### src/rtl/rscs_pkg.sv
// ----------------------------------------------------------------------------
// Rational soft clip shaper package
// Shared constants, widths and register codes for the soft clip shaper.
// ----------------------------------------------------------------------------
package rscs_pkg;

  // Register write port.
  localparam int CFG_IDX_W  = 1;
  localparam int CFG_DATA_W = 16;

  typedef enum logic [CFG_IDX_W-1:0] {
    REG_DRIVE_GAIN = 1'b0,
    REG_DRY_BLEND  = 1'b1
  } cfg_reg_e;

  // Drive gain held as (65536 + 20 * drive_gain), a Q5.16 value.
  localparam int GQ_W       = 21;
  localparam int GAIN_ONE   = 65536;
  localparam int GAIN_SCALE = 20;

  // Wet share is (131072 - dry_blend) at scale 2^17.
  localparam int WET_W    = 18;
  localparam int WET_FULL = 131072;

  // Mix accumulator sits at scale 2^(F+19); the result drops 19 bits.
  localparam int MIX_SHIFT = 19;

endpackage

### src/rtl/rscs_in_if.sv
// ----------------------------------------------------------------------------
// Input sample channel
// Valid/ready channel carrying one signed sample per transfer.
// ----------------------------------------------------------------------------
interface rscs_in_if #(
  parameter int W = 16
);
  logic                valid;
  logic                ready;
  logic signed [W-1:0] sample_in;

  modport source (output valid, output sample_in, input ready);
  modport sink   (input valid, input sample_in, output ready);
endinterface

### src/rtl/rscs_out_if.sv
// ----------------------------------------------------------------------------
// Output sample channel
// Valid/ready channel carrying one shaped sample per transfer.
// ----------------------------------------------------------------------------
interface rscs_out_if #(
  parameter int W = 16
);
  logic                valid;
  logic                ready;
  logic signed [W-1:0] sample_out;

  modport source (output valid, output sample_out, input ready);
  modport sink   (input valid, input sample_out, output ready);
endinterface

### src/rtl/rscs_cfg_if.sv
// ----------------------------------------------------------------------------
// Register write channel
// Valid/ready channel carrying a register index and write data.
// ----------------------------------------------------------------------------
interface rscs_cfg_if
  import rscs_pkg::*;
();
  logic                  valid;
  logic                  ready;
  logic [CFG_IDX_W-1:0]  index;
  logic [CFG_DATA_W-1:0] data;

  modport source (output valid, output index, output data, input ready);
  modport sink   (input valid, input index, input data, output ready);
endinterface

### src/rtl/rscs_div_cell.sv
// ----------------------------------------------------------------------------
// Divider cell
// One restoring division step: produces one quotient bit and hands the
// partial remainder, divisor and sample sideband to the next cell.
// ----------------------------------------------------------------------------
module rscs_div_cell #(
  parameter int SB = 16,
  parameter int RW = 37,
  parameter int QB = 17
) (
  input  logic                 clk_i,
  input  logic                 rst_ni,
  input  logic                 valid_i,
  output logic                 ready_o,
  input  logic [RW-1:0]        rem_i,
  input  logic [RW-1:0]        den_i,
  input  logic [QB-1:0]        quo_i,
  input  logic                 neg_i,
  input  logic signed [SB-1:0] x_i,
  output logic                 valid_o,
  input  logic                 ready_i,
  output logic [RW-1:0]        rem_o,
  output logic [RW-1:0]        den_o,
  output logic [QB-1:0]        quo_o,
  output logic                 neg_o,
  output logic signed [SB-1:0] x_o
);

  logic              en;
  logic [RW:0]       rem2;
  logic [RW:0]       den_ext;
  logic              ge;
  logic [RW-1:0]     rem_d;
  logic [QB-1:0]     quo_d;

  logic              valid_q;
  logic [RW-1:0]     rem_q;
  logic [RW-1:0]     den_q;
  logic [QB-1:0]     quo_q;
  logic              neg_q;
  logic signed [SB-1:0] x_q;

  assign en      = !valid_q || ready_i;
  assign ready_o = en;

  assign rem2    = {rem_i, 1'b0};
  assign den_ext = {1'b0, den_i};
  assign ge      = (rem2 >= den_ext);

  // The remainder always stays below the divisor, so dropping the top bit is safe.
  always_comb begin
    if (ge) begin
      rem_d = RW'(rem2 - den_ext);
    end else begin
      rem_d = RW'(rem2);
    end
    quo_d = {quo_i[QB-2:0], ge};
  end

  always_ff @(posedge clk_i or negedge rst_ni) begin
    if (!rst_ni) begin
      valid_q <= 1'b0;
    end else if (en) begin
      valid_q <= valid_i;
    end
  end

  always_ff @(posedge clk_i) begin
    if (en) begin
      rem_q <= rem_d;
      den_q <= den_i;
      quo_q <= quo_d;
      neg_q <= neg_i;
      x_q   <= x_i;
    end
  end

  assign valid_o = valid_q;
  assign rem_o   = rem_q;
  assign den_o   = den_q;
  assign quo_o   = quo_q;
  assign neg_o   = neg_q;
  assign x_o     = x_q;

endmodule

### src/rtl/rscs_mix.sv
// ----------------------------------------------------------------------------
// Wet/dry mixer
// Two stages: wet and dry products, then sum, round to nearest and saturate.
// ----------------------------------------------------------------------------
module rscs_mix
  import rscs_pkg::*;
#(
  parameter int SB = 16
) (
  input  logic                  clk_i,
  input  logic                  rst_ni,
  input  logic                  valid_i,
  output logic                  ready_o,
  input  logic [SB:0]           q_i,
  input  logic                  neg_i,
  input  logic signed [SB-1:0]  x_i,
  input  logic [CFG_DATA_W-1:0] dry_blend_i,
  output logic                  valid_o,
  input  logic                  ready_i,
  output logic signed [SB-1:0]  sample_o
);

  localparam int F   = SB - 1;
  localparam int PW  = SB + 1 + WET_W;
  localparam int XW  = SB + CFG_DATA_W + 1;
  localparam int AW  = SB + 21;
  localparam int RSW = AW - MIX_SHIFT;

  localparam logic signed [RSW-1:0] SAT_HI = {3'b000, {F{1'b1}}};
  localparam logic signed [RSW-1:0] SAT_LO = {3'b111, {F{1'b0}}};
  localparam logic signed [AW-1:0]  ROUND_HALF = AW'(1) <<< (MIX_SHIFT - 1);

  logic en1, en2;

  logic [WET_W-1:0]               wet;
  logic signed [CFG_DATA_W:0]     dry_s;
  logic [PW-1:0]                  pw_d;
  logic signed [XW-1:0]           px_d;

  logic                           v1_q;
  logic [PW-1:0]                  pw_q;
  logic signed [XW-1:0]           px_q;
  logic                           neg1_q;

  logic signed [AW-1:0]           pws;
  logic signed [AW-1:0]           wet_term;
  logic signed [AW-1:0]           dry_term;
  logic signed [AW-1:0]           acc;
  logic signed [RSW-1:0]          r;
  logic signed [SB-1:0]           sat_d;

  logic                           v2_q;
  logic signed [SB-1:0]           out_q;

  assign en2     = !v2_q || ready_i;
  assign en1     = !v1_q || en2;
  assign ready_o = en1;

  // First stage: both products, magnitude only for the wet side.
  assign wet   = WET_W'(WET_FULL) - WET_W'(dry_blend_i);
  assign dry_s = $signed({1'b0, dry_blend_i});
  assign pw_d  = PW'(q_i) * PW'(wet);
  assign px_d  = XW'(x_i) * XW'(dry_s);

  // Second stage: apply the sign of the sample to the wet product, add the
  // dry share (times four), round ties upward and clamp to the sample range.
  always_comb begin
    pws      = AW'($signed({1'b0, pw_q}));
    wet_term = neg1_q ? -pws : pws;
    dry_term = AW'(px_q) <<< 2;
    acc      = wet_term + dry_term + ROUND_HALF;
    r        = acc[AW-1:MIX_SHIFT];
    if (r > SAT_HI) begin
      sat_d = SAT_HI[SB-1:0];
    end else if (r < SAT_LO) begin
      sat_d = SAT_LO[SB-1:0];
    end else begin
      sat_d = r[SB-1:0];
    end
  end

  always_ff @(posedge clk_i or negedge rst_ni) begin
    if (!rst_ni) begin
      v1_q <= 1'b0;
      v2_q <= 1'b0;
    end else begin
      if (en1) begin
        v1_q <= valid_i;
      end
      if (en2) begin
        v2_q <= v1_q;
      end
    end
  end

  always_ff @(posedge clk_i) begin
    if (en1) begin
      pw_q   <= pw_d;
      px_q   <= px_d;
      neg1_q <= neg_i;
    end
    if (en2) begin
      out_q <= sat_d;
    end
  end

  assign valid_o  = v2_q;
  assign sample_o = out_q;

endmodule

### src/rtl/rational_soft_clip_shaper.sv
// ----------------------------------------------------------------------------
// Rational soft clip shaper
// Throughput: one sample per cycle while the output accepts; the divider is
// a row of SAMPLE_BITS + 1 cells, one quotient bit each, so it never holds
// the stream back unless the output stalls. Reset clears all valid flags,
// sets the drive gain to unity (65536) and the dry blend register to zero.
// ----------------------------------------------------------------------------
module rational_soft_clip_shaper
  import rscs_pkg::*;
#(
  parameter int SAMPLE_BITS = 16
) (
  input  logic        clk_i,
  input  logic        rst_ni,
  rscs_in_if.sink     in_i,
  rscs_out_if.source  out_o,
  rscs_cfg_if.sink    cfg_i
);

  // Fraction bits of a sample, quotient bits and the divider word width.
  // The driven magnitude a = |x| * gq is below 2^(F+21) and the divisor
  // 2^(F+16) + a below 2^(F+22), so RW bits hold every remainder.
  localparam int SB = SAMPLE_BITS;
  localparam int F  = SB - 1;
  localparam int QB = F + 2;
  localparam int RW = F + 22;

  localparam logic [RW-1:0] DEN_BASE = RW'(1) << (F + 16);

  // ---------------------------------------------------------------------------
  // Registers. The drive register is kept directly as the Q5.16 gain 65536 +
  // 20 * drive_gain, so nothing is computed on it in the data path. Writes must
  // come only while the pipeline is empty (not enforced here) to act at once.
  // ---------------------------------------------------------------------------
  logic [GQ_W-1:0]       gq_q;
  logic [CFG_DATA_W-1:0] dry_blend_q;
  cfg_reg_e              cfg_sel;

  assign cfg_i.ready = 1'b1;
  assign cfg_sel     = cfg_reg_e'(cfg_i.index);

  always_ff @(posedge clk_i or negedge rst_ni) begin
    if (!rst_ni) begin
      gq_q        <= GQ_W'(GAIN_ONE);
      dry_blend_q <= '0;
    end else if (cfg_i.valid) begin
      unique case (cfg_sel)
        REG_DRIVE_GAIN: begin
          gq_q <= GQ_W'(GAIN_ONE) + GQ_W'(cfg_i.data) * GQ_W'(GAIN_SCALE);
        end
        REG_DRY_BLEND: begin
          dry_blend_q <= cfg_i.data;
        end
        default: begin
        end
      endcase
    end
  end

  // ---------------------------------------------------------------------------
  // Every stage moves forward when it is empty or the stage after it moves,
  // so bubbles collapse; input keeps flowing while a result waits, until the stages fill.
  // ---------------------------------------------------------------------------

  // Drive stage: magnitude of the sample times the gain.
  logic                 en_a;
  logic                 en_p;
  logic                 neg_in;
  logic [SB-1:0]        mag_in;
  logic [RW-1:0]        a_d;

  logic                 va_q;
  logic [RW-1:0]        a_q;
  logic                 nega_q;
  logic signed [SB-1:0] xa_q;

  // The most negative sample negates to 2^F, which is exactly its magnitude
  // when read as unsigned.
  assign neg_in = in_i.sample_in[SB-1];
  assign mag_in = neg_in ? SB'(-in_i.sample_in) : SB'(in_i.sample_in);
  assign a_d    = RW'(mag_in) * RW'(gq_q);

  assign en_a       = !va_q || en_p;
  assign in_i.ready = en_a;

  always_ff @(posedge clk_i or negedge rst_ni) begin
    if (!rst_ni) begin
      va_q <= 1'b0;
    end else if (en_a) begin
      va_q <= in_i.valid;
    end
  end

  always_ff @(posedge clk_i) begin
    if (en_a) begin
      a_q    <= a_d;
      nega_q <= neg_in;
      xa_q   <= in_i.sample_in;
    end
  end

  // Divisor stage: the clipper needs a / (2^(F+16) + a); the dividend a
  // starts as the partial remainder.
  logic                 v_s   [QB+1];
  logic                 rdy_s [QB+1];
  logic [RW-1:0]        rem_s [QB+1];
  logic [RW-1:0]        den_s [QB+1];
  logic [QB-1:0]        quo_s [QB+1];
  logic                 neg_s [QB+1];
  logic signed [SB-1:0] x_s   [QB+1];

  logic                 vp_q;
  logic [RW-1:0]        remp_q;
  logic [RW-1:0]        denp_q;
  logic                 negp_q;
  logic signed [SB-1:0] xp_q;

  assign en_p = !vp_q || rdy_s[0];

  always_ff @(posedge clk_i or negedge rst_ni) begin
    if (!rst_ni) begin
      vp_q <= 1'b0;
    end else if (en_p) begin
      vp_q <= va_q;
    end
  end

  always_ff @(posedge clk_i) begin
    if (en_p) begin
      remp_q <= a_q;
      denp_q <= DEN_BASE + a_q;
      negp_q <= nega_q;
      xp_q   <= xa_q;
    end
  end

  assign v_s[0]   = vp_q;
  assign rem_s[0] = remp_q;
  assign den_s[0] = denp_q;
  assign quo_s[0] = '0;
  assign neg_s[0] = negp_q;
  assign x_s[0]   = xp_q;

  // Divider row: cell k settles quotient bit QB-1-k, most significant first.
  for (genvar k = 0; k < QB; k++) begin : g_div
    rscs_div_cell #(
      .SB (SB),
      .RW (RW),
      .QB (QB)
    ) u_cell (
      .clk_i   (clk_i),
      .rst_ni  (rst_ni),
      .valid_i (v_s[k]),
      .ready_o (rdy_s[k]),
      .rem_i   (rem_s[k]),
      .den_i   (den_s[k]),
      .quo_i   (quo_s[k]),
      .neg_i   (neg_s[k]),
      .x_i     (x_s[k]),
      .valid_o (v_s[k+1]),
      .ready_i (rdy_s[k+1]),
      .rem_o   (rem_s[k+1]),
      .den_o   (den_s[k+1]),
      .quo_o   (quo_s[k+1]),
      .neg_o   (neg_s[k+1]),
      .x_o     (x_s[k+1])
    );
  end

  // Mixer: the truncated quotient is the clipped magnitude at F+2 fraction
  // bits; it takes the sample's sign and is blended with the dry sample.
  rscs_mix #(
    .SB (SB)
  ) u_mix (
    .clk_i       (clk_i),
    .rst_ni      (rst_ni),
    .valid_i     (v_s[QB]),
    .ready_o     (rdy_s[QB]),
    .q_i         (quo_s[QB]),
    .neg_i       (neg_s[QB]),
    .x_i         (x_s[QB]),
    .dry_blend_i (dry_blend_q),
    .valid_o     (out_o.valid),
    .ready_i     (out_o.ready),
    .sample_o    (out_o.sample_out)
  );

  // The final remainder is not needed past the last cell.
  logic unused_rem;
  assign unused_rem = ^rem_s[QB] ^ ^den_s[QB];

endmodule
### src/flat_wrapper.sv
// flat-port wrapper written by rule: the top's interface ports become plain ports
module rational_soft_clip_shaper_flat import rscs_pkg::*;
#(
  parameter int SAMPLE_BITS = 16
)
  (clk_i, rst_ni, in_i_valid, in_i_sample_in, in_i_ready, out_o_valid, out_o_sample_out, out_o_ready, cfg_i_valid, cfg_i_index, cfg_i_data, cfg_i_ready);
  rscs_in_if in_i_i ();
  rscs_out_if out_o_i ();
  rscs_cfg_if cfg_i_i ();
  input  logic clk_i;
  input  logic rst_ni;
  input wire logic [$bits(in_i_i.valid)-1:0] in_i_valid;
  input wire logic [$bits(in_i_i.sample_in)-1:0] in_i_sample_in;
  output wire logic [$bits(in_i_i.ready)-1:0] in_i_ready;
  output wire logic [$bits(out_o_i.valid)-1:0] out_o_valid;
  output wire logic [$bits(out_o_i.sample_out)-1:0] out_o_sample_out;
  input wire logic [$bits(out_o_i.ready)-1:0] out_o_ready;
  input wire logic [$bits(cfg_i_i.valid)-1:0] cfg_i_valid;
  input wire logic [$bits(cfg_i_i.index)-1:0] cfg_i_index;
  input wire logic [$bits(cfg_i_i.data)-1:0] cfg_i_data;
  output wire logic [$bits(cfg_i_i.ready)-1:0] cfg_i_ready;
  assign in_i_i.valid = in_i_valid;
  assign in_i_i.sample_in = in_i_sample_in;
  assign in_i_ready = in_i_i.ready;
  assign out_o_valid = out_o_i.valid;
  assign out_o_sample_out = out_o_i.sample_out;
  assign out_o_i.ready = out_o_ready;
  assign cfg_i_i.valid = cfg_i_valid;
  assign cfg_i_i.index = cfg_i_index;
  assign cfg_i_i.data = cfg_i_data;
  assign cfg_i_ready = cfg_i_i.ready;
  rational_soft_clip_shaper #(.SAMPLE_BITS(SAMPLE_BITS)) u_core (.clk_i(clk_i), .rst_ni(rst_ni), .in_i(in_i_i), .out_o(out_o_i), .cfg_i(cfg_i_i));
endmodule
### config.mk
export PLATFORM = sky130hd
export DESIGN_NAME = rational_soft_clip_shaper_flat
export DESIGN_NICKNAME = d
export VERILOG_FILES = /design/src/rtl/rscs_pkg.sv /design/src/rtl/rscs_in_if.sv /design/src/rtl/rscs_out_if.sv /design/src/rtl/rscs_cfg_if.sv /design/src/rtl/rscs_div_cell.sv /design/src/rtl/rscs_mix.sv /design/src/rtl/rational_soft_clip_shaper.sv /design/src/flat_wrapper.sv
export SDC_FILE = /design/constraint.sdc
export NUM_CORES = 2
export LEC_CHECK = 0
export BUFFER_PORTS_ARGS = -buffer_cell sky130_fd_sc_hd__buf_2
export CAP_MARGIN = 10
export CORE_MARGIN = 3
export CORE_UTILIZATION = 65
export CTS_BUF_LIST = sky130_fd_sc_hd__clkbuf_2
export CTS_CLUSTER_SIZE = 16
export DETAILED_ROUTE_END_ITERATION = 7
export PLACE_DENSITY = 0.83
export SYNTH_ARGS = -nofsm -noshare
export SYNTH_HDL_FRONTEND = slang
export SYNTH_SLANG_ARGS = --single-unit
### constraint.sdc
create_clock -name clk_i -period 28.8 [get_ports clk_i]
set_input_delay 4.32 -clock clk_i [delete_from_list [all_inputs] [get_ports clk_i]]
set_output_delay 4.32 -clock clk_i [all_outputs]
set_load 0.02 [all_outputs]
---- Word-level counts from Yosys, hierarchy flattened ----
Index checks and enable logic that the tools add are counted.
word-level totals
  bits in registers ....................... 1914
  output and inout port bits .............. 19
  word-level logic and storage cells ...... 243
operators by class
  add/subtract/negate cells ............... 23
  $mul .................................... 4
  magnitude comparators ................... 19
  multiplexer cells ....................... 19
  bitwise logic cells ..................... 1
  reductions and logical operators ........ 44
operator list
  kind                      number
  $ge A38 B37 Y1            17
  $mux W37                  17
  $sub A37 B37 Y37          16
  $add A32 B37 Y37 const A  1
  $add A37 B20 Y37 const B  1
  $add A37 B35 Y37          1
  $mul A16 B21 Y37          1
  $neg A35 Y37              1
  $mul A17 B18 Y35          1
  $mul A16 B17 Y33          1
  $mux W16                  2
  $add A17 B21 Y21 const A  1
  $logic_not A1 Y1          21
  $logic_or A1 B1 Y1        21
  $mul A16 B3 Y19 const B   1
  $gt A18 B16 Y1 const B    1
  $lt A18 B16 Y1 const B    1
  $sub A18 B16 Y18 const A  1
  $neg A16 Y16              1
  $reduce_and A2 Y1         2
  $not A1 Y1                1

---- Logic depth before layout (Yosys ltp) ----
  depth in word-level cells ............... 22
  depth in mapped cells ................... 33
  depth with buffers taken out ............ 32

---- By module ----
From an unflattened synthesis, not the netlist that was laid out.
unflattened totals
  cells, all modules ...................... 12455
  area total of the unflattened synthesis .. 141817.3 µm²
by module, submodules not included
  module                     instances  cells an instance  area each (µm²)
  rscs_div_cell              17         490                6000.8
  rscs_mix                   1          2615               23996.8
  rational_soft_clip_shaper  1          1510               15807.7

---- Worst setup path before layout ----
No wires, ideal clock.
  kind .................................... input to output
  start point ............................. in out_o_ready
  end point ............................... out in_i_ready
  arrival time ............................ 16381 ps
  data required time ...................... 24480 ps
  path slack .............................. 8099 ps
  cell stages on the path ................. 11
  path buffers ............................ 0
  cells stage by stage .................... nor2b_1 -> nand2_1 -> nor2_1 -> and2_1 -> nand2_1 -> nor3_1 -> nand3_1 -> nor2_1 -> nand3_1 -> nor2_1 -> nand3_1
on the way
  longest elaborated chain between the ends .. 21
RTL lines
  what                                 line                              text
  from (decl)                          flat_wrapper.sv:17                input wire logic [$bits(out_o_i.ready)-1:0] out_o_ready;
  $logic_or A1 B1 Y1                   rscs_mix.sv:55                    assign en2 = !v2_q || ready_i;
  $logic_or A1 B1 Y1                   rscs_mix.sv:56                    assign en1 = !v1_q || en2;
  net u_core.g_div[16].u_cell.ready_i  rscs_div_cell.sv:21               input logic ready_i,
  $logic_or A1 B1 Y1 (5 in a row)      rscs_div_cell.sv:43               assign en = !valid_q || ready_i;
  net u_core.g_div[11].u_cell.ready_i  rscs_div_cell.sv:21
  $logic_or A1 B1 Y1 (8 in a row)      rscs_div_cell.sv:43
  net u_core.g_div[3].u_cell.ready_i   rscs_div_cell.sv:21
  $logic_or A1 B1 Y1 (3 in a row)      rscs_div_cell.sv:43
  net u_core.g_div[0].u_cell.ready_i   rscs_div_cell.sv:21
  $logic_or A1 B1 Y1                   rscs_div_cell.sv:43
  $logic_or A1 B1 Y1                   rational_soft_clip_shaper.sv:118  assign en_p = !vp_q || rdy_s[0];
  $logic_or A1 B1 Y1                   rational_soft_clip_shaper.sv:83   assign en_a = !va_q || en_p;
  to (decl)                            flat_wrapper.sv:14                output wire logic [$bits(in_i_i.ready)-1:0] in_i_ready;
The timed path passes the listed nets, and every way through them passes these cells.

---- Worst setup path after layout ----
Same ends and word-level chain as after synthesis.

==> results by group <==
Outcome
  • Outcome: complete, no violations

Placed design
  • RePlAce Congestion: 0.996
  • Placed cell count: 13600
  • Port Buf Inserts: 55
  • Placement Setup Slack: 15.57 ns
  • Detail Placement HPWL: 201000 µm

Global route
  • GRT overflow: 0
  • Initial antenna violation count: 10
  • Vias in the first global route: 87800
  • Largest net degree at the start of global routing: 94
  • First-pass GRT wire length: 433000 µm
  • Total track usage: 27.7%

STA
  • Worst slew pin tran: 1.28 ns
  • Clk_skew: 0.216 ns
  • Slew Viols, Final: 0
  • Final hold vios: 0
  • Ratio of final minimum period to clock period: 45.8%
  • PnR worst setup slack: 15.60 ns
  • Setup TNS: 0 ns
  • RSZ-0062 raised after global routing: no
  • Period minus WS final: 13.20 ns
  • Final setup fails: 0
  • Slew HR: 14.9%
  • Max frequency: 75.8 MHz

Final layout
  • Final non-filler cell total: 14400
  • Ratio of cells with drive above 1 in the final layout: 9.35%
  • Area Overhead vs Synth: 5.86%
  • # fillers: 13200
  • Nets: 13300
  • Post-layout util: 69.6%

Synthesis
  • Fraction of registers with async set/reset: 3.12%
  • Syn Inst Count: 11300
  • Synth top area cells: edfxtp_1, fa_1, ha_1
  • Syn_nets: 13100
  • Most area-hungry cell type in the Yosys netlist: edfxtp_1
  • Top_reg_cell synth: edfxtp_1
  • Cell Area, Synth: 123000 µm²
  • YS warnings: 0
  • Synth cell types: 85
  • Register bit total from synthesis: 1794
  • Share of the synthesized area in the top cell type: 42.6%
  • Post-synth EDFFs: 1738
  • Share of the yosys chip area belonging to registers: 43.7%
  • Avg Inst Size Synth: 10.8 µm²

Route
  • Drt drc: 0
  • First DRT Iteration DRCs: 6169
  • Drt pass-1 iters: 6
  • Wirelength, routed: 266000 µm
  • Wire length per cell: 18.4 µm
  • Via count: 84400
  • Antenna Nets Post-Route: 0
  • Via/cell ratio: 5.85

Worst setup path
  • Arr. time, crit path: 8.88 ns
  • Critical Path Source Type: input pin
  • Crit path max-delay cell type: nor3_1
  • Critical path type: input pin to output port
  • CP cell instances: buf_2 -> nor2b_1 -> buf_4 -> nand2_2 -> nor2_1 -> and2_1 -> nand2_4 -> nor3_1 -> nand3_4 -> nor2_1 -> nand3_4 -> nor2_1 -> nand3_2 -> buf_2
  • Crit-path max FO: 36
  • Critical path endpoint category: output port
  • Most frequent CP cell: nor2_1
  • CP required: 24.48 ns
  • Crit-path max cell delay: 0.85 ns

Die
  • Core Rows: 158
  • Initial Util: 65.7%
  • Die H: 440 µm
  • Die W: 440 µm
  • Die Area: 194000 µm²
  • IO Pins: 57
  • CORE AREA: 186000 µm²

Clock tree
  • Post-CTS Hold Buffers: 0
  • CTS Buffer Depth: 4
  • Clk_lat worst skew: 1.83 ns
  • Setup Buffers After CTS: 0
  • Inserted Clock Buffers: 441
  • # resized after CTS: 0
  • Clk slew on worst S/H paths: 0.11 ns
  • Clock Tree Root: clkbuf_2
  • TritonCTS clock tree: done
  • Sink Count: 1794
  • H-tree depth: 5

Worst hold path
  • Worst hold path type: flop to flop

Run
  • Max_cap viols: 0
[cells in the mapped netlist (14+ instances only)]
| cell | instances |
|---|---|
| edfxtp_1 | 1738 |
| inv_1 | 1528 |
| nand2_1 | 1182 |
| ha_1 | 1029 |
| a21oi_1 | 721 |
| fa_1 | 685 |
| o21ai_0 | 582 |
| nor2_1 | 500 |
| xnor2_1 | 405 |
| and2_1 | 363 |
| a21o_1 | 335 |
| clkbuf_1 | 264 |
| xor2_1 | 251 |
| mux2_2 | 182 |
| nand2b_1 | 128 |
| o21a_1 | 126 |
| nand3_1 | 121 |
| nor3_1 | 103 |
| nor2b_1 | 93 |
| o21bai_1 | 87 |
| nand4_1 | 79 |
| a31oi_1 | 65 |
| o31ai_1 | 65 |
| dfrtp_1 | 55 |
| a211oi_1 | 51 |
| and3_1 | 51 |
| or3_1 | 47 |
| a21boi_0 | 35 |
| nor4_1 | 32 |
| o211ai_1 | 31 |
| or2_2 | 27 |
| buf_1 | 23 |
| a211o_1 | 21 |
| a31o_2 | 20 |
| a2111oi_0 | 19 |
| o31a_1 | 16 |
| mux2i_1 | 15 |
| nand3b_1 | 15 |
| nor3b_1 | 15 |
| o311ai_0 | 14 |
[area by class of cell]
class	instances	area (µm²)	share of cell area, %
diodes	7	17.5	0.0135
clock buffers	624	3120	2.41
clock inverters	150	823	0.635
inverters	1529	5750	4.43
multi-input cells	7684	62400	48.1
flip-flops and latches	1794	53600	41.3
well taps	2480	3100	2.39
repair buffers	147	963	0.743
[cells in the final DEF (no fill, tap or decap), drive strengths merged, types with 406 or more instances in the layout]
cell,instances
nand2,1182
edfxtp,1738
inv,1529
o21ai,583
nor2,500
a21oi,721
clkbuf,624
ha,1029
xnor2,406
fa,685
[sequential cells by signal, indices dropped and copies added (netlist names)]
| signal | count |
|---|---|
| u_core.g_div.u_cell.quo_o | 153 |
| u_core.gq_q | 19 |
| u_core.vp_q | 1 |
| u_core.g_div.u_cell.valid_o | 17 |
| u_core.a_q | 35 |
| u_core.va_q | 1 |
| u_core.u_mix.sample_o | 16 |
| u_core.u_mix.valid_o | 1 |
| u_core.g_div.u_cell.x_o | 255 |
| u_core.u_mix.pw_q | 35 |
| u_core.u_mix.neg1_q | 1 |
| u_core.g_div.u_cell.rem_o | 560 |
| u_core.g_div.u_cell.neg_o | 17 |
| u_core.u_mix.px_q | 33 |
| u_core.remp_q | 6 |
| u_core.xa_q | 16 |
| u_core.dry_blend_q | 16 |
| u_core.u_mix.v1_q | 1 |
| u_core.g_div.u_cell.den_o | 560 |
| u_core.denp_q | 35 |
| u_core.xp_q | 16 |
[worst max-delay path, delay by kind of cell]
kind | cells | cell delay, ns
and+or+nand+nor | 11 | 4.03
buffers and inverters | 3 | 0.46
[metrics by stage]
stage | cell area, µm² | hold WS (ns)
2_1_floorplan | 123000 | 0.400
3_3_place_gp | 126000 | 0.401
3_5_place_dp | 126000 | 0.405
4_1_cts | 130000 | 0.355
5_1_grt | 130000 | 0.342
6_report | 130000 | 0.359
[worst paths after layout]
path | startpoint | endpoint | slack (ns) | cells after the start
hold reg to reg | u_core.g_div[4].u_cell.quo_o[2] | u_core.g_div[5].u_cell.quo_o[3] | 0.36 | 0
max in group asynchronous | rst_ni | u_core.g_div[11].u_cell.valid_o | 25.31 | 2
setup / recovery | out_o_ready | in_i_ready | 15.60 | 14
hold / removal | u_core.g_div[4].u_cell.quo_o[2] | u_core.g_div[5].u_cell.quo_o[3] | 0.36 | 0
min in group asynchronous | rst_ni | u_core.vp_q | 2.67 | 2
setup reg to reg | u_core.dry_blend_q[4] | u_core.u_mix.pw_q[34] | 17.72 | 29
[logic make-up after synthesis]
logic type                 Yosys count  share of synthesized area (%)
xor gates and xnor gates           657                           4.70
DFF                               1794                           43.7
other                                1                        0.00306
muxes                              197                           1.79
and+or+nand+nor                   2800                           10.8
adders and majority gates         1714                           21.7
buffers and inverters             1822                           5.60
AOI/OAI and AO/OA                 2315                           11.7
[layer usage]
layer | vias to the layer above | wire [µm] | track usage [%]
li1 | 39900 | - | -
met1 | 40600 | 103000 | 32.5
met2 | 3013 | 133000 | 48.6
met3 | 838 | 16300 | 4.99
met4 | 2 | 13300 | 14.0
met5 | - | 12 | 0
Power is left out: the tool's default activity adds up to more than one toggle a clock period on the data nets, which glitch-free logic cannot reach.
